<file path="src/design/dual_wheel_pd_speed_loop_macros.svh">
// Assertion macros shared by the speed loop RTL.
// Each macro takes a label, the clock, the active-low reset, an antecedent and a consequent.
`ifndef DUAL_WHEEL_PD_SPEED_LOOP_MACROS_SVH
`define DUAL_WHEEL_PD_SPEED_LOOP_MACROS_SVH

// Same-cycle implication.
`define DWPD_ASSERT_IMPL(label, clk, rst_n, ante, cons) \
  label: assert property (@(posedge clk) disable iff (!rst_n) (ante) |-> (cons)) \
    else $error("speed loop assertion failed");

// Next-cycle implication.
`define DWPD_ASSERT_NEXT(label, clk, rst_n, ante, cons) \
  label: assert property (@(posedge clk) disable iff (!rst_n) (ante) |=> (cons)) \
    else $error("speed loop assertion failed");

`endif

</file>
<file path="src/design/dwpd_pkg.sv">
// Package for the dual wheel PD speed loop: widths, reset values, register codes,
// microcode word format and the microcode program. No dependencies.
package dwpd_pkg;

  localparam int PWM_BITS_DEF   = 10;
  localparam int PULSE_BITS_DEF = 8;

  localparam int CMD_W    = 6;   // signed speed command
  localparam int CMDC_W   = 4;   // clamped command, 0 or 3..10
  localparam int GAIN_W   = 24;
  localparam int SCALE_W  = 16;
  localparam int START_W  = 10;
  localparam int CFG_IDX_W  = 3;
  localparam int CFG_DATA_W = 24;

  localparam int ERR_W   = 32;
  localparam int DIFF_W  = ERR_W + 1;
  localparam int MA_W    = 34;   // multiplier operand A, signed
  localparam int MB_W    = GAIN_W + 1;  // multiplier operand B, signed
  localparam int PROD_W  = MA_W + MB_W;
  localparam int ACC_W   = PROD_W + 1;
  localparam int FRAC_SH = 24;
  localparam int CHG_W   = ACC_W - FRAC_SH;
  localparam int LVL_W   = CHG_W + 1;

  localparam logic [GAIN_W-1:0]  PROP_GAIN_RST   = GAIN_W'(16384);
  localparam logic [GAIN_W-1:0]  DERIV_GAIN_RST  = GAIN_W'(19661);
  localparam logic [SCALE_W-1:0] PULSE_SCALE_RST = SCALE_W'(2925);
  localparam logic [SCALE_W-1:0] CMD_SCALE_RST   = SCALE_W'(8774);
  localparam logic [START_W-1:0] LEFT_START_RST  = START_W'(180);
  localparam logic [START_W-1:0] RIGHT_START_RST = START_W'(200);

  localparam logic signed [CMD_W-1:0]  CMD_HI  = CMD_W'(10);
  localparam logic signed [CMD_W-1:0]  CMD_LO  = CMD_W'(3);
  localparam logic [CMDC_W-1:0]        CMDC_HI = CMDC_W'(10);
  localparam logic [CMDC_W-1:0]        CMDC_LO = CMDC_W'(3);

  typedef enum logic [CFG_IDX_W-1:0] {
    REG_PROP_GAIN   = 3'd0,
    REG_DERIV_GAIN  = 3'd1,
    REG_PULSE_SCALE = 3'd2,
    REG_CMD_SCALE   = 3'd3,
    REG_LEFT_START  = 3'd4,
    REG_RIGHT_START = 3'd5
  } cfg_reg_t;

  typedef struct packed {
    logic [GAIN_W-1:0]  prop_gain;
    logic [GAIN_W-1:0]  deriv_gain;
    logic [SCALE_W-1:0] pulse_scale;
    logic [SCALE_W-1:0] cmd_scale;
  } cfg_regs_t;

  typedef struct packed {
    logic               left;
    logic               right;
    logic [START_W-1:0] level;
  } start_load_t;

  typedef enum logic [2:0] {
    MUL_NONE,
    MUL_REF,
    MUL_MEAS,
    MUL_PROP,
    MUL_DERIV
  } mul_sel_t;

  typedef enum logic [1:0] {
    ACC_NOP,
    ACC_LOAD,
    ACC_ADD,
    ACC_SUB
  } acc_op_t;

  typedef enum logic [1:0] {
    ACT_NONE,
    ACT_ERR,
    ACT_DUTY,
    ACT_OUT
  } act_t;

  typedef enum logic [1:0] {
    JMP_NEXT,
    JMP_WHEEL,
    JMP_WAIT_OUT
  } jmp_t;

  typedef enum logic {
    SEQ_IDLE,
    SEQ_RUN
  } seq_state_t;

  localparam int UC_PC_W = 4;

  localparam logic [UC_PC_W-1:0] UC_S_REF    = 4'd0;
  localparam logic [UC_PC_W-1:0] UC_S_MEAS   = 4'd1;
  localparam logic [UC_PC_W-1:0] UC_S_ERRSUB = 4'd2;
  localparam logic [UC_PC_W-1:0] UC_S_ERRSAT = 4'd3;
  localparam logic [UC_PC_W-1:0] UC_S_PROP   = 4'd4;
  localparam logic [UC_PC_W-1:0] UC_S_DERIV  = 4'd5;
  localparam logic [UC_PC_W-1:0] UC_S_SUM    = 4'd6;
  localparam logic [UC_PC_W-1:0] UC_S_DUTY   = 4'd7;
  localparam logic [UC_PC_W-1:0] UC_S_OUT    = 4'd8;
  localparam logic [UC_PC_W-1:0] UC_START    = UC_S_REF;
  localparam logic [UC_PC_W-1:0] UC_LAST     = UC_S_OUT;

  typedef struct packed {
    mul_sel_t           mul_sel;
    acc_op_t            acc_op;
    act_t               act;
    jmp_t               jmp;
    logic [UC_PC_W-1:0] target;
  } ucw_t;

  typedef struct packed {
    logic     load_in;
    mul_sel_t mul_sel;
    acc_op_t  acc_op;
    act_t     act;
    logic     wheel;
    logic     out_load;
  } dp_ctrl_t;

  // The program runs once per wheel; the duty step jumps back for the right wheel.
  function automatic ucw_t ucode(input logic [UC_PC_W-1:0] pc);
    ucw_t w;
    w = '{mul_sel: MUL_NONE, acc_op: ACC_NOP, act: ACT_NONE, jmp: JMP_NEXT, target: UC_START};
    case (pc)
      UC_S_REF:    w.mul_sel = MUL_REF;
      UC_S_MEAS: begin
        w.mul_sel = MUL_MEAS;
        w.acc_op  = ACC_LOAD;
      end
      UC_S_ERRSUB: w.acc_op = ACC_SUB;
      UC_S_ERRSAT: w.act = ACT_ERR;
      UC_S_PROP:   w.mul_sel = MUL_PROP;
      UC_S_DERIV: begin
        w.mul_sel = MUL_DERIV;
        w.acc_op  = ACC_LOAD;
      end
      UC_S_SUM:    w.acc_op = ACC_ADD;
      UC_S_DUTY: begin
        w.act    = ACT_DUTY;
        w.jmp    = JMP_WHEEL;
        w.target = UC_S_REF;
      end
      UC_S_OUT: begin
        w.act = ACT_OUT;
        w.jmp = JMP_WAIT_OUT;
      end
      default:     w.jmp = JMP_WAIT_OUT;
    endcase
    return w;
  endfunction

  // Commands above the top become the top, 1 or 2 become the floor, 0 or less become 0.
  function automatic logic [CMDC_W-1:0] clamp_command(input logic signed [CMD_W-1:0] c);
    logic [CMDC_W-1:0] r;
    if (c > CMD_HI) begin
      r = CMDC_HI;
    end else if (c <= CMD_W'(0)) begin
      r = '0;
    end else if (c < CMD_LO) begin
      r = CMDC_LO;
    end else begin
      r = c[CMDC_W-1:0];
    end
    return r;
  endfunction

endpackage

</file>
<file path="src/design/dwpd_ifs.sv">


interface dwpd_cfg_if;
  import dwpd_pkg::*;
  logic                  valid;
  logic                  ready;
  logic [CFG_IDX_W-1:0]  index;
  logic [CFG_DATA_W-1:0] data;
  modport source (output valid, index, data, input ready);
  modport sink (input valid, index, data, output ready);
endinterface

</file>
<file path="src/design/dwpd_cfg_regs.sv">
// Configuration register file of the speed loop: gains and speed scales, plus
// start-level load strobes for the datapath. Depends on dwpd_pkg and dwpd_ifs.
module dwpd_cfg_regs (
  input  logic                    clk,
  input  logic                    rst_n,
  dwpd_cfg_if.sink                cfg,
  output dwpd_pkg::cfg_regs_t     regs,
  output dwpd_pkg::start_load_t   start_ld
);
  import dwpd_pkg::*;

  cfg_regs_t regs_r;
  cfg_regs_t regs_nxt;
  logic      cfg_fire;

  assign cfg.ready = 1'b1;
  assign cfg_fire  = cfg.valid && cfg.ready;

  always_comb begin
    regs_nxt       = regs_r;
    start_ld.left  = 1'b0;
    start_ld.right = 1'b0;
    start_ld.level = cfg.data[START_W-1:0];
    if (cfg_fire) begin
      case (cfg_reg_t'(cfg.index))
        REG_PROP_GAIN:   regs_nxt.prop_gain   = cfg.data[GAIN_W-1:0];
        REG_DERIV_GAIN:  regs_nxt.deriv_gain  = cfg.data[GAIN_W-1:0];
        REG_PULSE_SCALE: regs_nxt.pulse_scale = cfg.data[SCALE_W-1:0];
        REG_CMD_SCALE:   regs_nxt.cmd_scale   = cfg.data[SCALE_W-1:0];
        REG_LEFT_START:  start_ld.left  = 1'b1;
        REG_RIGHT_START: start_ld.right = 1'b1;
        default: ;
      endcase
    end
  end

  always_ff @(posedge clk) begin
    if (!rst_n) begin
      regs_r.prop_gain   <= PROP_GAIN_RST;
      regs_r.deriv_gain  <= DERIV_GAIN_RST;
      regs_r.pulse_scale <= PULSE_SCALE_RST;
      regs_r.cmd_scale   <= CMD_SCALE_RST;
    end else begin
      regs_r <= regs_nxt;
    end
  end

  assign regs = regs_r;

endmodule

</file>
<file path="src/flat_wrapper.sv">
// flat-port wrapper written by rule: the top's interface ports become plain ports
module dwpd_cfg_regs_flat import dwpd_pkg::*;
  (clk, rst_n, regs, start_ld, cfg_valid, cfg_index, cfg_data, cfg_ready);
  dwpd_cfg_if cfg_i ();
  input  logic clk;
  input  logic rst_n;
  output dwpd_pkg::cfg_regs_t regs;
  output dwpd_pkg::start_load_t start_ld;
  input wire logic [$bits(cfg_i.valid)-1:0] cfg_valid;
  input wire logic [$bits(cfg_i.index)-1:0] cfg_index;
  input wire logic [$bits(cfg_i.data)-1:0] cfg_data;
  output wire logic [$bits(cfg_i.ready)-1:0] cfg_ready;
  assign cfg_i.valid = cfg_valid;
  assign cfg_i.index = cfg_index;
  assign cfg_i.data = cfg_data;
  assign cfg_ready = cfg_i.ready;
  dwpd_cfg_regs u_core (.clk(clk), .rst_n(rst_n), .cfg(cfg_i), .regs(regs), .start_ld(start_ld));
endmodule
</file>
<file path="config.mk">
export PLATFORM = sky130hd
export DESIGN_NAME = dwpd_cfg_regs_flat
export DESIGN_NICKNAME = d
export VERILOG_FILES = /design/src/design/dual_wheel_pd_speed_loop_macros.svh /design/src/design/dwpd_pkg.sv /design/src/design/dwpd_ifs.sv /design/src/design/dwpd_cfg_regs.sv /design/src/flat_wrapper.sv
export SDC_FILE = /design/constraint.sdc
export NUM_CORES = 1
export LEC_CHECK = 0
export BUFFER_PORTS_ARGS = -buffer_cell sky130_fd_sc_hd__buf_2
export CORE_MARGIN = 3
export CORE_UTILIZATION = 38
export DETAILED_ROUTE_END_ITERATION = 10
export GPL_TIMING_DRIVEN = 0
export PLACE_DENSITY_LB_ADDON = 0.15
export SYNTH_ARGS = -nofsm -noshare
export SYNTH_HDL_FRONTEND = slang
export SYNTH_SLANG_ARGS = --single-unit
</file>
<file path="constraint.sdc">
create_clock -name clk -period 3.18 [get_ports clk]
set_clock_uncertainty 0.1 [all_clocks]
set_input_delay 0.636 -clock clk [delete_from_list [all_inputs] [get_ports clk]]
set_output_delay 0.636 -clock clk [all_outputs]
set_load 0.1 [all_outputs]
</file>
======== After elaboration in Yosys (flattened, before gate mapping) ========
Cells that the tools add are included.
operators by class
  eq/ne operators ......................... 5
  multiplexer cells ....................... 3
  reductions and logical operators ........ 5
operators by type and width
  operator            number
  $reduce_and 2->1    4
  $eq 3x2->1 const B  2
  $eq 3x3->1 const B  2
  $eq 3x1->1 const B  1
  $logic_not 3->1     1
  $mux 1              2
  $mux 2              1
word-level totals
  register bits after elaboration ......... 80
  input port bits ......................... 30
  output and inout port bits .............. 93

======== Depth between registers and ports, before layout ========
  depth after elaboration ................. 3
  depth in mapped cells ................... 5

======== Least setup slack after synthesis ========
Ideal clock, no wire load.
  path kind ............................... input port to output port
  start point ............................. in cfg_index[1]
  end point ............................... out start_ld[11] (netlist bit)
  arrival ................................. 3.549 ns
  slack ................................... -1.105 ns
  cell stages on the path ................. 1
  cell sequence ........................... nor4bb_1
on the way
  longest elaborated chain between the ends .. 3
ends and longest elaborated chain
  element             line                 source
  start: declaration  flat_wrapper.sv:10   input wire logic [$bits(cfg_i.index)-1:0] cfg_index;
  $eq 3x3->1          dwpd_cfg_regs.sv:25  case (cfg_reg_t'(cfg.index))
  $mux 1              dwpd_cfg_regs.sv:25
  $mux 2              dwpd_cfg_regs.sv:24  if (cfg_fire) begin
  end: declaration    flat_wrapper.sv:8    output dwpd_pkg::start_load_t start_ld;
No other way between the ends.

==> out/results.ini <==
[drt]
drcViolationCount=0
drt_iter0_drc=60
ant_nets=0
wl_per_cell_microns=15.9
drt_pass1_iterations=4
drt_wl_total_mm=8.89
via_count=2642
vias_per_cell=4.73

[cts]
cts_root_buffer=clkbuf_8
clock-sinks=80
path_clk_slew_ns=0.08
cts-hold-fix-buffers=0
h-tree-depth=3
insertion_delay_ns=0.34
cts_buffer_depth=2
tritoncts=built
postCtsSetupBuffers=0
numCtsBuffers=9
cts_resized=0

[synthesis]
ys_warn_count=0
synth_cell_types=17
synth-seq-area-share_pct=49.7
synth-seq-cells=80
synthesis.nets=351
syn-cell-area_sq_um=3220
syn-mean-instance-area_sq_um=10.0
synthCells=321

[min_path]
hold_start=u_core.regs[62]
hold_path_depth=2
min_path_type=flop to flop
whs_endpoint=u_core.regs[62]

[layout]
layout_common_cells=buf_2 (124), nand2_1 (82), mux2i_1 (80), dfxtp_1 (80), nor2b_1 (35)
nNetsFinal=482
utilization_pct=52.5
final_common_cell=buf_2
fin_cells=558
antennaDiodeCount=0
largest_reg_flops=80
syn_to_final_growth_pct=29.9
final_area_sq_um=4180
drive_above_1_share_pct=34.4

[global_routing]
grt_use_met1_pct=24.0
grt_pass1_vias=2605
grt_max_degree=14
grtUsageMet2_pct=30.1
busiest_layer=met2
grt-ovfl-total=0
antenna_found_initial=0
track_usage_pct=18.7
grt_use_met3_pct=6.43
grt_pass1_wl_mm=14.0

[timing]
report.final.slew_viol_count=0
fin_crit_ns=2.29
setup_ws_ns=0.895
hold_ws_ns=0.354
fmax_mhz=438
slew_headroom_pct=49.0
period_share_pct=71.9
setup_violations=0
fin_tns_setup_ns=0
hold_viol_final=0
tightest_slew_ns=0.754
rsz0062_at_grt=false

[setup_path]
r2r_setup_slack_ns=2.45
r2r_start=u_core.regs[21]
critPathCaptureType=output pin
rr_worst_depth=2
cp_data_required_time_ns=2.44
r2r-end=u_core.regs[21]
critical_path.max_fanout=9
startpoint_type=primary input
critPathArrivalTime_ns=1.55
critPathKind=primary input to output pin

[floorplan]
core_sq_um=7970
die_y_microns=98.1
io_pins=123
rows=32
die_area_sq_um=9620
fp.dieW_microns=98.1
start_util_pct=40.4

[place]
place_area_sq_um=3970
port_buffers=120
place_inst=543
hpwl_mm=6.39
place_congestion=0.735
pre_cts_ws_ns=0.891

[run_status]
status=complete, no violations

[power]
ir_worst_vdd_uv=238
p_leak_nw=2.06
cellPowerDensity_nw_per_um2=540
p_total_mw=2.26

[run]
maxCapViolations=0

## cell families (layout without fill, tap and decap cells)
kind of cell	Yosys count	count (layout)	share of synthesized area [%]
other	1	1	0.116
and+or+nand+nor	126	126	19.2
muxes	80	80	24.9
buffers and inverters	34	169	6.14
DFF	80	80	49.7
## report_power, final
part	internal, mW	leakage, nW	switching, mW	total, mW
Sequential	1.02	0.648	0.0110	1.03
Clock	0.459	0.108	0.366	0.826
Combinational	0.0822	1.30	0.316	0.398
Total	1.56	2.06	0.693	2.26
## synthesized netlist by cell type
library cell / count / share of area [%]
dfxtp_1: 80 / 50
buf_2: 4 / 0.62
nor2b_1: 35 / 6.8
conb_1: 1 / 0.12
mux2i_1: 80 / 25
clkbuf_1: 14 / 1.6
nor4bb_1: 2 / 0.62
nand2_1: 82 / 9.6
or4b_1: 1 / 0.31
clkbuf_2: 1 / 0.16
buf_6: 2 / 0.70
nor4b_1: 1 / 0.27
and4b_1: 2 / 0.62
nand4bb_1: 1 / 0.35
buf_4: 13 / 3.0
nand4b_1: 1 / 0.27
and4bb_2: 1 / 0.39
## worst max-delay path, cell delays in order
cell and delay (ns):
buf_2 0.16, nor4bb_4 0.29, buf_2 0.46
## how the worst max path moves through the flow
| stage | start | endpoint | slack [ns] |
|---|---|---|---|
| after detailed placement | cfg_index[2] | start_ld[11] | 0.89 |
| after floorplan | cfg_index[2] | start_ld[11] | 0.70 |
| after global routing | cfg_index[2] | start_ld[11] | 0.83 |
| final | cfg_index[2] | start_ld[11] | 0.89 |
| after global placement | cfg_index[2] | start_ld[11] | 0.92 |
| after CTS | cfg_index[2] | start_ld[11] | 0.89 |
## final cells by class
class,count,area (sq um)
well taps,102,128
clock inverters,5,81.3
clock buffers,10,138
repair buffers,120,601
multi-input cells,207,1440
flip-flops and latches,80,1600
fillers,762,3780
plain buffers,34,198
## per-layer routing
| layer | part of all wire, % | vias to the layer above |
|---|---|---|
| met5 | 0 | - |
| met4 | 1.2 | 0 |
| met3 | 7.6 | 10 |
| met2 | 45 | 91 |
| met1 | 46 | 1236 |
| li1 | - | 1305 |
Power figures use the tool's default switching activity.
