`config.mk`:
```
export PLATFORM = sky130hd
export DESIGN_NAME = dwpd_sequencer
export DESIGN_NICKNAME = d
export VERILOG_FILES = /design/src/design/dwpd_pkg.sv /design/src/design/dwpd_sequencer.sv
export VERILOG_INCLUDE_DIRS = /design/src /design/src/design
export SDC_FILE = /design/constraint.sdc
export NUM_CORES = 1
export LEC_CHECK = 0
export ABC_AREA = 1
export ABC_CLOCK_PERIOD_IN_PS = 1400
export BUFFER_PORTS_ARGS = -buffer_cell sky130_fd_sc_hd__buf_2
export CORE_MARGIN = 5
export CORE_UTILIZATION = 44
export DETAILED_ROUTE_END_ITERATION = 6
export PLACE_DENSITY = 0.72
export SETUP_SLACK_MARGIN = 0.1
export SLEW_MARGIN = 20
export SYNTH_ARGS = -nofsm -noshare
export SYNTH_HDL_FRONTEND = slang
export SYNTH_SLANG_ARGS = --single-unit
```
`constraint.sdc`:
```
create_clock -name clk -period 1.4 [get_ports clk]
set_input_delay 0 -clock clk [delete_from_list [all_inputs] [get_ports clk]]
set_output_delay 0 -clock clk [all_outputs]
set_load 0.01 [all_outputs]
```
`src/design/dual_wheel_pd_speed_loop_macros.svh`:
```
// Assertion macros shared by the speed loop RTL.
// Each macro takes a label, the clock, the active-low reset, an antecedent and a consequent.
`ifndef DUAL_WHEEL_PD_SPEED_LOOP_MACROS_SVH
`define DUAL_WHEEL_PD_SPEED_LOOP_MACROS_SVH

// Same-cycle implication.
`define DWPD_ASSERT_IMPL(label, clk, rst_n, ante, cons) \
  label: assert property (@(posedge clk) disable iff (!rst_n) (ante) |-> (cons)) \
    else $error("speed loop assertion failed");

// Next-cycle implication.
`define DWPD_ASSERT_NEXT(label, clk, rst_n, ante, cons) \
  label: assert property (@(posedge clk) disable iff (!rst_n) (ante) |=> (cons)) \
    else $error("speed loop assertion failed");

`endif

```
`src/design/dwpd_pkg.sv`:
```
// Package for the dual wheel PD speed loop: widths, reset values, register codes,
// microcode word format and the microcode program. No dependencies.
package dwpd_pkg;

  localparam int PWM_BITS_DEF   = 10;
  localparam int PULSE_BITS_DEF = 8;

  localparam int CMD_W    = 6;   // signed speed command
  localparam int CMDC_W   = 4;   // clamped command, 0 or 3..10
  localparam int GAIN_W   = 24;
  localparam int SCALE_W  = 16;
  localparam int START_W  = 10;
  localparam int CFG_IDX_W  = 3;
  localparam int CFG_DATA_W = 24;

  localparam int ERR_W   = 32;
  localparam int DIFF_W  = ERR_W + 1;
  localparam int MA_W    = 34;   // multiplier operand A, signed
  localparam int MB_W    = GAIN_W + 1;  // multiplier operand B, signed
  localparam int PROD_W  = MA_W + MB_W;
  localparam int ACC_W   = PROD_W + 1;
  localparam int FRAC_SH = 24;
  localparam int CHG_W   = ACC_W - FRAC_SH;
  localparam int LVL_W   = CHG_W + 1;

  localparam logic [GAIN_W-1:0]  PROP_GAIN_RST   = GAIN_W'(16384);
  localparam logic [GAIN_W-1:0]  DERIV_GAIN_RST  = GAIN_W'(19661);
  localparam logic [SCALE_W-1:0] PULSE_SCALE_RST = SCALE_W'(2925);
  localparam logic [SCALE_W-1:0] CMD_SCALE_RST   = SCALE_W'(8774);
  localparam logic [START_W-1:0] LEFT_START_RST  = START_W'(180);
  localparam logic [START_W-1:0] RIGHT_START_RST = START_W'(200);

  localparam logic signed [CMD_W-1:0]  CMD_HI  = CMD_W'(10);
  localparam logic signed [CMD_W-1:0]  CMD_LO  = CMD_W'(3);
  localparam logic [CMDC_W-1:0]        CMDC_HI = CMDC_W'(10);
  localparam logic [CMDC_W-1:0]        CMDC_LO = CMDC_W'(3);

  typedef enum logic [CFG_IDX_W-1:0] {
    REG_PROP_GAIN   = 3'd0,
    REG_DERIV_GAIN  = 3'd1,
    REG_PULSE_SCALE = 3'd2,
    REG_CMD_SCALE   = 3'd3,
    REG_LEFT_START  = 3'd4,
    REG_RIGHT_START = 3'd5
  } cfg_reg_t;

  typedef struct packed {
    logic [GAIN_W-1:0]  prop_gain;
    logic [GAIN_W-1:0]  deriv_gain;
    logic [SCALE_W-1:0] pulse_scale;
    logic [SCALE_W-1:0] cmd_scale;
  } cfg_regs_t;

  typedef struct packed {
    logic               left;
    logic               right;
    logic [START_W-1:0] level;
  } start_load_t;

  typedef enum logic [2:0] {
    MUL_NONE,
    MUL_REF,
    MUL_MEAS,
    MUL_PROP,
    MUL_DERIV
  } mul_sel_t;

  typedef enum logic [1:0] {
    ACC_NOP,
    ACC_LOAD,
    ACC_ADD,
    ACC_SUB
  } acc_op_t;

  typedef enum logic [1:0] {
    ACT_NONE,
    ACT_ERR,
    ACT_DUTY,
    ACT_OUT
  } act_t;

  typedef enum logic [1:0] {
    JMP_NEXT,
    JMP_WHEEL,
    JMP_WAIT_OUT
  } jmp_t;

  typedef enum logic {
    SEQ_IDLE,
    SEQ_RUN
  } seq_state_t;

  localparam int UC_PC_W = 4;

  localparam logic [UC_PC_W-1:0] UC_S_REF    = 4'd0;
  localparam logic [UC_PC_W-1:0] UC_S_MEAS   = 4'd1;
  localparam logic [UC_PC_W-1:0] UC_S_ERRSUB = 4'd2;
  localparam logic [UC_PC_W-1:0] UC_S_ERRSAT = 4'd3;
  localparam logic [UC_PC_W-1:0] UC_S_PROP   = 4'd4;
  localparam logic [UC_PC_W-1:0] UC_S_DERIV  = 4'd5;
  localparam logic [UC_PC_W-1:0] UC_S_SUM    = 4'd6;
  localparam logic [UC_PC_W-1:0] UC_S_DUTY   = 4'd7;
  localparam logic [UC_PC_W-1:0] UC_S_OUT    = 4'd8;
  localparam logic [UC_PC_W-1:0] UC_START    = UC_S_REF;
  localparam logic [UC_PC_W-1:0] UC_LAST     = UC_S_OUT;

  typedef struct packed {
    mul_sel_t           mul_sel;
    acc_op_t            acc_op;
    act_t               act;
    jmp_t               jmp;
    logic [UC_PC_W-1:0] target;
  } ucw_t;

  typedef struct packed {
    logic     load_in;
    mul_sel_t mul_sel;
    acc_op_t  acc_op;
    act_t     act;
    logic     wheel;
    logic     out_load;
  } dp_ctrl_t;

  // The program runs once per wheel; the duty step jumps back for the right wheel.
  function automatic ucw_t ucode(input logic [UC_PC_W-1:0] pc);
    ucw_t w;
    w = '{mul_sel: MUL_NONE, acc_op: ACC_NOP, act: ACT_NONE, jmp: JMP_NEXT, target: UC_START};
    case (pc)
      UC_S_REF:    w.mul_sel = MUL_REF;
      UC_S_MEAS: begin
        w.mul_sel = MUL_MEAS;
        w.acc_op  = ACC_LOAD;
      end
      UC_S_ERRSUB: w.acc_op = ACC_SUB;
      UC_S_ERRSAT: w.act = ACT_ERR;
      UC_S_PROP:   w.mul_sel = MUL_PROP;
      UC_S_DERIV: begin
        w.mul_sel = MUL_DERIV;
        w.acc_op  = ACC_LOAD;
      end
      UC_S_SUM:    w.acc_op = ACC_ADD;
      UC_S_DUTY: begin
        w.act    = ACT_DUTY;
        w.jmp    = JMP_WHEEL;
        w.target = UC_S_REF;
      end
      UC_S_OUT: begin
        w.act = ACT_OUT;
        w.jmp = JMP_WAIT_OUT;
      end
      default:     w.jmp = JMP_WAIT_OUT;
    endcase
    return w;
  endfunction

  // Commands above the top become the top, 1 or 2 become the floor, 0 or less become 0.
  function automatic logic [CMDC_W-1:0] clamp_command(input logic signed [CMD_W-1:0] c);
    logic [CMDC_W-1:0] r;
    if (c > CMD_HI) begin
      r = CMDC_HI;
    end else if (c <= CMD_W'(0)) begin
      r = '0;
    end else if (c < CMD_LO) begin
      r = CMDC_LO;
    end else begin
      r = c[CMDC_W-1:0];
    end
    return r;
  endfunction

endpackage

```
`src/design/dwpd_sequencer.sv`:
```
// Microcode sequencer of the speed loop: step counter, wheel bit, conditional jumps,
// input handshake and result valid. Depends on dwpd_pkg and the macros header.
`include "dual_wheel_pd_speed_loop_macros.svh"

module dwpd_sequencer (
  input  logic                clk,
  input  logic                rst_n,
  input  logic                in_valid,
  output logic                in_ready,
  output logic                out_valid,
  input  logic                out_ready,
  output dwpd_pkg::dp_ctrl_t  ctrl
);
  import dwpd_pkg::*;

  seq_state_t         state_r;
  seq_state_t         state_nxt;
  logic [UC_PC_W-1:0] pc_r;
  logic [UC_PC_W-1:0] pc_nxt;
  logic               wheel_r;
  logic               wheel_nxt;
  logic               out_valid_r;
  logic               out_valid_nxt;
  ucw_t               cw;
  logic               out_free;

  assign cw       = ucode(pc_r);
  assign out_free = !out_valid_r || out_ready;

  always_comb begin
    state_nxt = state_r;
    case (state_r)
      SEQ_IDLE: if (in_valid) state_nxt = SEQ_RUN;
      SEQ_RUN:  if (cw.jmp == JMP_WAIT_OUT && out_free) state_nxt = SEQ_IDLE;
      default:  state_nxt = SEQ_IDLE;
    endcase
  end

  always_comb begin
    in_ready      = (state_r == SEQ_IDLE);
    ctrl          = '{load_in: 1'b0, mul_sel: MUL_NONE, acc_op: ACC_NOP, act: ACT_NONE,
                      wheel: wheel_r, out_load: 1'b0};
    ctrl.load_in  = in_valid && in_ready;
    pc_nxt        = pc_r;
    wheel_nxt     = wheel_r;
    case (state_r)
      SEQ_IDLE: begin
        pc_nxt    = UC_START;
        wheel_nxt = 1'b0;
      end
      SEQ_RUN: begin
        ctrl.mul_sel  = cw.mul_sel;
        ctrl.acc_op   = cw.acc_op;
        ctrl.out_load = (cw.act == ACT_OUT) && out_free;
        ctrl.act      = (cw.act == ACT_OUT) ? ACT_NONE : cw.act;
        case (cw.jmp)
          JMP_NEXT: pc_nxt = pc_r + UC_PC_W'(1);
          JMP_WHEEL: begin
            if (wheel_r) begin
              pc_nxt = pc_r + UC_PC_W'(1);
            end else begin
              pc_nxt    = cw.target;
              wheel_nxt = 1'b1;
            end
          end
          JMP_WAIT_OUT: pc_nxt = out_free ? UC_START : pc_r;
          default: pc_nxt = UC_START;
        endcase
      end
      default: ;
    endcase
    if (ctrl.out_load) begin
      out_valid_nxt = 1'b1;
    end else if (out_ready) begin
      out_valid_nxt = 1'b0;
    end else begin
      out_valid_nxt = out_valid_r;
    end
  end

  always_ff @(posedge clk) begin
    if (!rst_n) begin
      state_r     <= SEQ_IDLE;
      pc_r        <= UC_START;
      wheel_r     <= 1'b0;
      out_valid_r <= 1'b0;
    end else begin
      state_r     <= state_nxt;
      pc_r        <= pc_nxt;
      wheel_r     <= wheel_nxt;
      out_valid_r <= out_valid_nxt;
    end
  end

  assign out_valid = out_valid_r;

  `DWPD_ASSERT_NEXT(a_start, clk, rst_n, in_valid && in_ready, state_r == SEQ_RUN && pc_r == UC_START && !wheel_r)
  `DWPD_ASSERT_IMPL(a_pc_range, clk, rst_n, state_r == SEQ_RUN, pc_r <= UC_LAST)
  `DWPD_ASSERT_IMPL(a_wheel_jump, clk, rst_n, $rose(wheel_r), pc_r == UC_START)
  `DWPD_ASSERT_NEXT(a_done, clk, rst_n, ctrl.out_load, state_r == SEQ_IDLE && out_valid_r)

endmodule

```
Word level (Yosys, flattened, before mapping)

Index checks and enable logic that the tools add are counted.

$add $sub $neg: 1
Multiply operators: 0
Divide/modulo/power cells: 0
Order comparisons: 0
Eq/ne operators: 13
Shifts and indexed selects: 0
Multiplexer cells: 18
Bitwise gates (word level): 1
Reduce and logical (&&, ||, !) cells: 10

Operators by type and width:

| kind                                                             | number |
|---|---|
| 4-bit by 3-bit == test with 1-bit output (second input constant) | 4 |
| 2-bit one-hot mux with 3 select lines                            | 2 |
| 3-bit one-hot mux with 4 select lines                            | 1 |
| 4-bit one-hot mux with 3 select lines                            | 1 |
| 4-bit by 2-bit == test with 1-bit output (second input constant) | 2 |
| 4-bit two-way mux                                                | 2 |
| 4-bit one-hot mux with 2 select lines                            | 1 |
| 7-bit two-way mux                                                | 1 |
| 7-bit OR reduction                                               | 1 |
| 1-bit two-way mux                                                | 6 |
| 4-bit by 1-bit adder with 4-bit output (second input constant)   | 1 |
| 2-bit == test (second input constant)                            | 2 |
| 4-bit by 1-bit == test with 1-bit output (second input constant) | 1 |
| 4-bit == test (second input constant)                            | 1 |
| 4-bit logical NOT                                                | 1 |
| 1-bit one-hot mux with 2 select lines                            | 2 |
| 2-bit one-hot mux with 2 select lines                            | 1 |
| 1-bit logical AND                                                | 3 |
| 3-bit != test (second input constant)                            | 1 |
| 2-bit by 1-bit == test with 1-bit output (second input constant) | 1 |
| 2-bit logical NOT                                                | 1 |
| 2-bit two-way mux                                                | 1 |
| 2-bit by 1-bit != test with 1-bit output (second input constant) | 1 |
| 2-bit nonzero test                                               | 1 |
| 4 further kinds                                                  | 4 |

Flip-flop bits (word level): 7
Bits in latches: 0
Bits in writable memories: 0
Memory bits (read-only): 0
Bits of input ports: 4
Memories: 0

Depth between registers and ports, before layout

Depth after elaboration: 7
Mapped depth: 9

Worst setup path after synthesis

OpenSTA, ideal clock, no wires.

Path type: flip-flop to flip-flop
From: reg pc_r[0]
To: reg pc_r[0]
Setup time: 0.064 ns
Data arrival time: 1.264 ns
Required time: 1.336 ns
Setup slack: 0.073 ns
Stages on the path, launching flop included: 10
Period minus slack after synthesis: 1.327 ns
Cell sequence: dfxtp_1 > inv_1 > ha_1 > o21ai_1 > nand2_1 > nor2_4 > nand3_1 > nand2_1 > inv_1 > nor2_1

Word-level cells in the longest chain between the ends: 6
Elaborated cells between the ends (all ways): 18

Ends and longest elaborated chain:

| element                                                          | RTL line             | source |
|---|---|---|
| from (decl)                                                      | dwpd_sequencer.sv:18 | `logic [UC_PC_W-1:0] pc_r;` |
| from (signal assigned)                                           | dwpd_sequencer.sv:89 | `pc_r <= pc_nxt;` |
| 4-bit by 2-bit == test with 1-bit output (tied with other cells) | dwpd_pkg.sv:128      | `case (pc)` |
| 7-bit OR reduction (no line)                                     | -                    |  |
| 2-bit one-hot mux with 2 select lines                            | dwpd_pkg.sv:128      |  |
| 2-bit == test (tied with other cells)                            | dwpd_sequencer.sv:56 | `case (cw.jmp)` |
| 4-bit one-hot mux with 3 select lines                            | dwpd_sequencer.sv:56 |  |
| 4-bit one-hot mux with 2 select lines                            | dwpd_sequencer.sv:46 | `case (state_r)` |

Parallel ways exist; a longest one is shown, timed or not.
A chain may end at the register's enable or synchronous reset.

Final worst setup path

Ends and elaborated chain as after synthesis.

==> results.toml <==
[flow_run]
drv_cap = 0

[status]
failed_checks = "hold timing"
status = "finished, violations left"

[worst_setup_path]
worstPathArrival_ns = 1.51
critPathBufInv = 1
rr_startpoint = "pc_r[0]$_SDFFE_PN0P_"
worstSetupEndpointType = "flop"
max_stage_delay_ns = 0.40
cp.required_ns = 1.55
r2r-end = "pc_r[0]$_SDFFE_PN0P_"
reg2regPathDepth = 8
worstPathCellList = "inv_4 -> ha_4 -> o21ai_2 -> nand2_2 -> nor2_4 -> nand4_1 -> nand2_1 -> nor2_1"
critPathTopFamily = "simple AND/OR/NAND/NOR gates"
rrSetupSlack_ns = 0.05
worstPathMaxFanout = 5
start_kind = "flop"
path_class = "flop to flop"
cpMaxStageDelayCell = "dfxtp_4"

[synth]
ys_types = 18
netlist_area_um2 = 571.8
synth_cells = 89
ys_ff_latch = 7
ys_warn_count = 0
seq_area_frac_synth_pct = 24.51
synth_nets = 97
synth.top_cell.area_share_pct = 24.51
yosys-top-cells-area = "dfxtp_1 25%, nor2_1 12%, ha_1 8.8%, inv_1 7.2%, nand2_1 7.2%"
avgSynthCellArea_um2 = 6.425
post-synth-top-area-cell = "dfxtp_1"

[clock_tree]
worstSkewPairLatency_ns = 0.26
cts.clk_slew.worst_paths_ns = 0.05
cts_tree = "done"
htree_num_levels = 1
cts_hold_buf = 0
clock-sinks = 7
clk_path_buf_depth = 2
cts_root_buf = "clkbuf_4"
numCtsBuffers = 3

[timing]
fin_ws_ns = 0.04608
drv_slew = 0
hold_violations = 1
fin_setup_tns_ns = 0
hold_ws_ns = -0.006683
fin_crit_sh_pct = 96.71
worst_slew_pin_slew_ns = 0.2815
setup_viol = 0
fmax_ghz = 0.7386
timing.slew.headroom_pct = 81.21
finClkSkew_ns = 0.0008373
rsz0062_at_grt = "true"
period_needed_ns = 1.354

[final_layout]
antennaDiodeCount = 0
drive_above_1_share_pct = 50.91
fin_nets = 119
area_delta_synth_final_pct = 40.70

[global_route]
grt_first_pass_wirelength_mm = 2.511
gr-total-overflow = 0
antenna_found_initial = 0
grt_pass1_vias = 610
grt.total_usage_pct = 16.39
grt_max_degree = 10

[floorplan]
io_pins = 16
start_util_pct = 45.07
die_y_um = 46.05
die_w_um = 46.05
num_rows = 13
die_area_um2 = 2121
core-area_um2 = 1269

[pwr]
power_frac_comb_pct = 21.0
p_sw_share_pct = 30.87
peakVddDrop_uv = 425.0
total_leakage_power_nw = 0.3814
p_int_w = 0.0003545
pwr-share-clk_pct = 37.5
p_per_area_nw_per_um2 = 637.3
switchingPower_w = 0.0001583
power_frac_seq_pct = 41.5

[placed_design]
port_buffers = 15
pre_cts_ws_ns = -0.05010
place_congestion = 0.8757
dp_hpwl_mm = 1.143

[worst_hold_path]
holdPathEnd = "pc_r[0]$_SDFFE_PN0P_"
holdPathStages = 3
min_path_type = "input pin to flop"
min-delay-start = "rst_n"

[detailed_routing]
wirelength_mm = 1.586
post_drt_wl_per_cell_um = 12.69
ant_nets = 0
dr_total_vias = 667
drtIter0Drc = 5
viasPerCell = 5.336
first_pass_iters = 4
drcViolationCount = 0
## cell families after synthesis
logic type | synth area share [%]
fa+ha+maj | 8.753
flops | 24.51
simple gates | 45.08
compound gates | 7.001
xor+xnor | 1.532
buf+inv | 13.13
## power by group through the flow
stage	combinational [W]	sequential (W)	clock, W
final	0.000108	0.000213	0.000192
after global placement	0.0000856	0.000215	0
after floorplan	0.0000603	0.000214	0
after global routing	0.000120	0.000213	0.000212
after CTS	0.0000992	0.000211	0.000192
after detailed placement	0.0000878	0.000215	0
## placed cells by master, fill, tap and decap left out
| master | count |
|---|---|
| a21oi_1 | 6 |
| a21oi_2 | 1 |
| buf_2 | 15 |
| buf_4 | 5 |
| clkbuf_1 | 1 |
| clkbuf_4 | 3 |
| dfxtp_1 | 3 |
| dfxtp_2 | 2 |
| dfxtp_4 | 2 |
| ha_2 | 1 |
| ha_4 | 3 |
| inv_1 | 8 |
| inv_2 | 4 |
| inv_4 | 2 |
| nand2_1 | 10 |
| nand2_2 | 3 |
| nand2_4 | 1 |
| nand3_1 | 1 |
| nand3_2 | 7 |
| nand4_1 | 6 |
| nor2_1 | 16 |
| nor2_2 | 4 |
| nor2_4 | 1 |
| nor3_1 | 2 |
| o21ai_2 | 1 |
| or2_2 | 1 |
| xor2_1 | 1 |
## state kept, by name (all words and copies together), names as in the netlist
register	cells
out_valid	1
state_r	1
pc_r	4
wheel_r	1
## per-stage QoR
step / utilization [%] / instance area, um^2 / instances / hold slack (ns) / power [W]
CTS: 58.88 / 747.0 / 121 / 0.001680 / 0.0005029
finish: 63.41 / 804.5 / 125 / -0.006683 / 0.0005127
global placement: 51.48 / 653.1 / 117 / 0.2397 / 0.0003007
detailed placement: 51.48 / 653.1 / 117 / 0.2672 / 0.0003029
floorplan: - / 574.3 / 89 / 0.09067 / 0.0002741
global route: 63.41 / 804.5 / 125 / 0.006468 / 0.0005450
## worst max-delay path by stage
stage | startpoint | to | slack, ns | cells past startpoint
6_report | pc_r[0]$_SDFFE_PN0P_ | pc_r[0]$_SDFFE_PN0P_ | 0.05 | 8
5_1_grt | pc_r[3]$_SDFFE_PN0P_ | pc_r[0]$_SDFFE_PN0P_ | -0.03 | 7
4_1_cts | pc_r[0]$_SDFFE_PN0P_ | pc_r[0]$_SDFFE_PN0P_ | 0.07 | 7
3_5_place_dp | pc_r[0]$_SDFFE_PN0P_ | pc_r[0]$_SDFFE_PN0P_ | -0.05 | 9
3_3_place_gp | pc_r[0]$_SDFFE_PN0P_ | pc_r[0]$_SDFFE_PN0P_ | 0.006 | 9
2_1_floorplan | pc_r[0]$_SDFFE_PN0P_ | pc_r[0]$_SDFFE_PN0P_ | 0.12 | 9
## tightest hold or removal path, stage by stage
cell	delay, ns
buf_2	0.10
nand2_1	0.06
nor2_1	0.05
## timing repair
| item | in CTS | in global routing |
|---|---|---|
| gates resized for setup | 21 | 7 |
| setup buffers | 0 | 4 |
| pin swaps | 8 | 7 |
| setup endpoints to repair | 9 | 10 |
## routing by layer
metal / track usage [%] / routed length [um] / vias to the layer above
met2: 26.10 / 817 / 26
met1: 19.72 / 669 / 308
met3: 4.688 / 76 / 5
li1: - / - / 328
met5: 0 / 0 / -
met4: 8.523 / 23 / 0
## synth_stat cells
| library cell | count |
|---|---|
| nor3_1 | 2 |
| a21oi_1 | 7 |
| nor2_1 | 19 |
| nand3_2 | 3 |
| xor2_1 | 1 |
| nand4_1 | 6 |
| or2_2 | 1 |
| dfxtp_1 | 7 |
| nor2_2 | 1 |
| inv_1 | 11 |
| ha_1 | 4 |
| buf_4 | 3 |
| o21ai_1 | 1 |
| nand2_2 | 3 |
| inv_2 | 3 |
| nand2_1 | 11 |
| nand3_1 | 5 |
| nor2_4 | 1 |
## layout make-up
cell class / instances / area (um^2)
Multi-Input combinational cell: 65 / 439.2
Timing Repair Buffer: 20 / 112.6
Sequential cell: 7 / 150.1
Inverter: 14 / 57.56
Clock buffer: 4 / 26.28
Fill cell: 115 / 464.2
Tap cell: 15 / 18.77
Power figures use the tool's default switching activity.
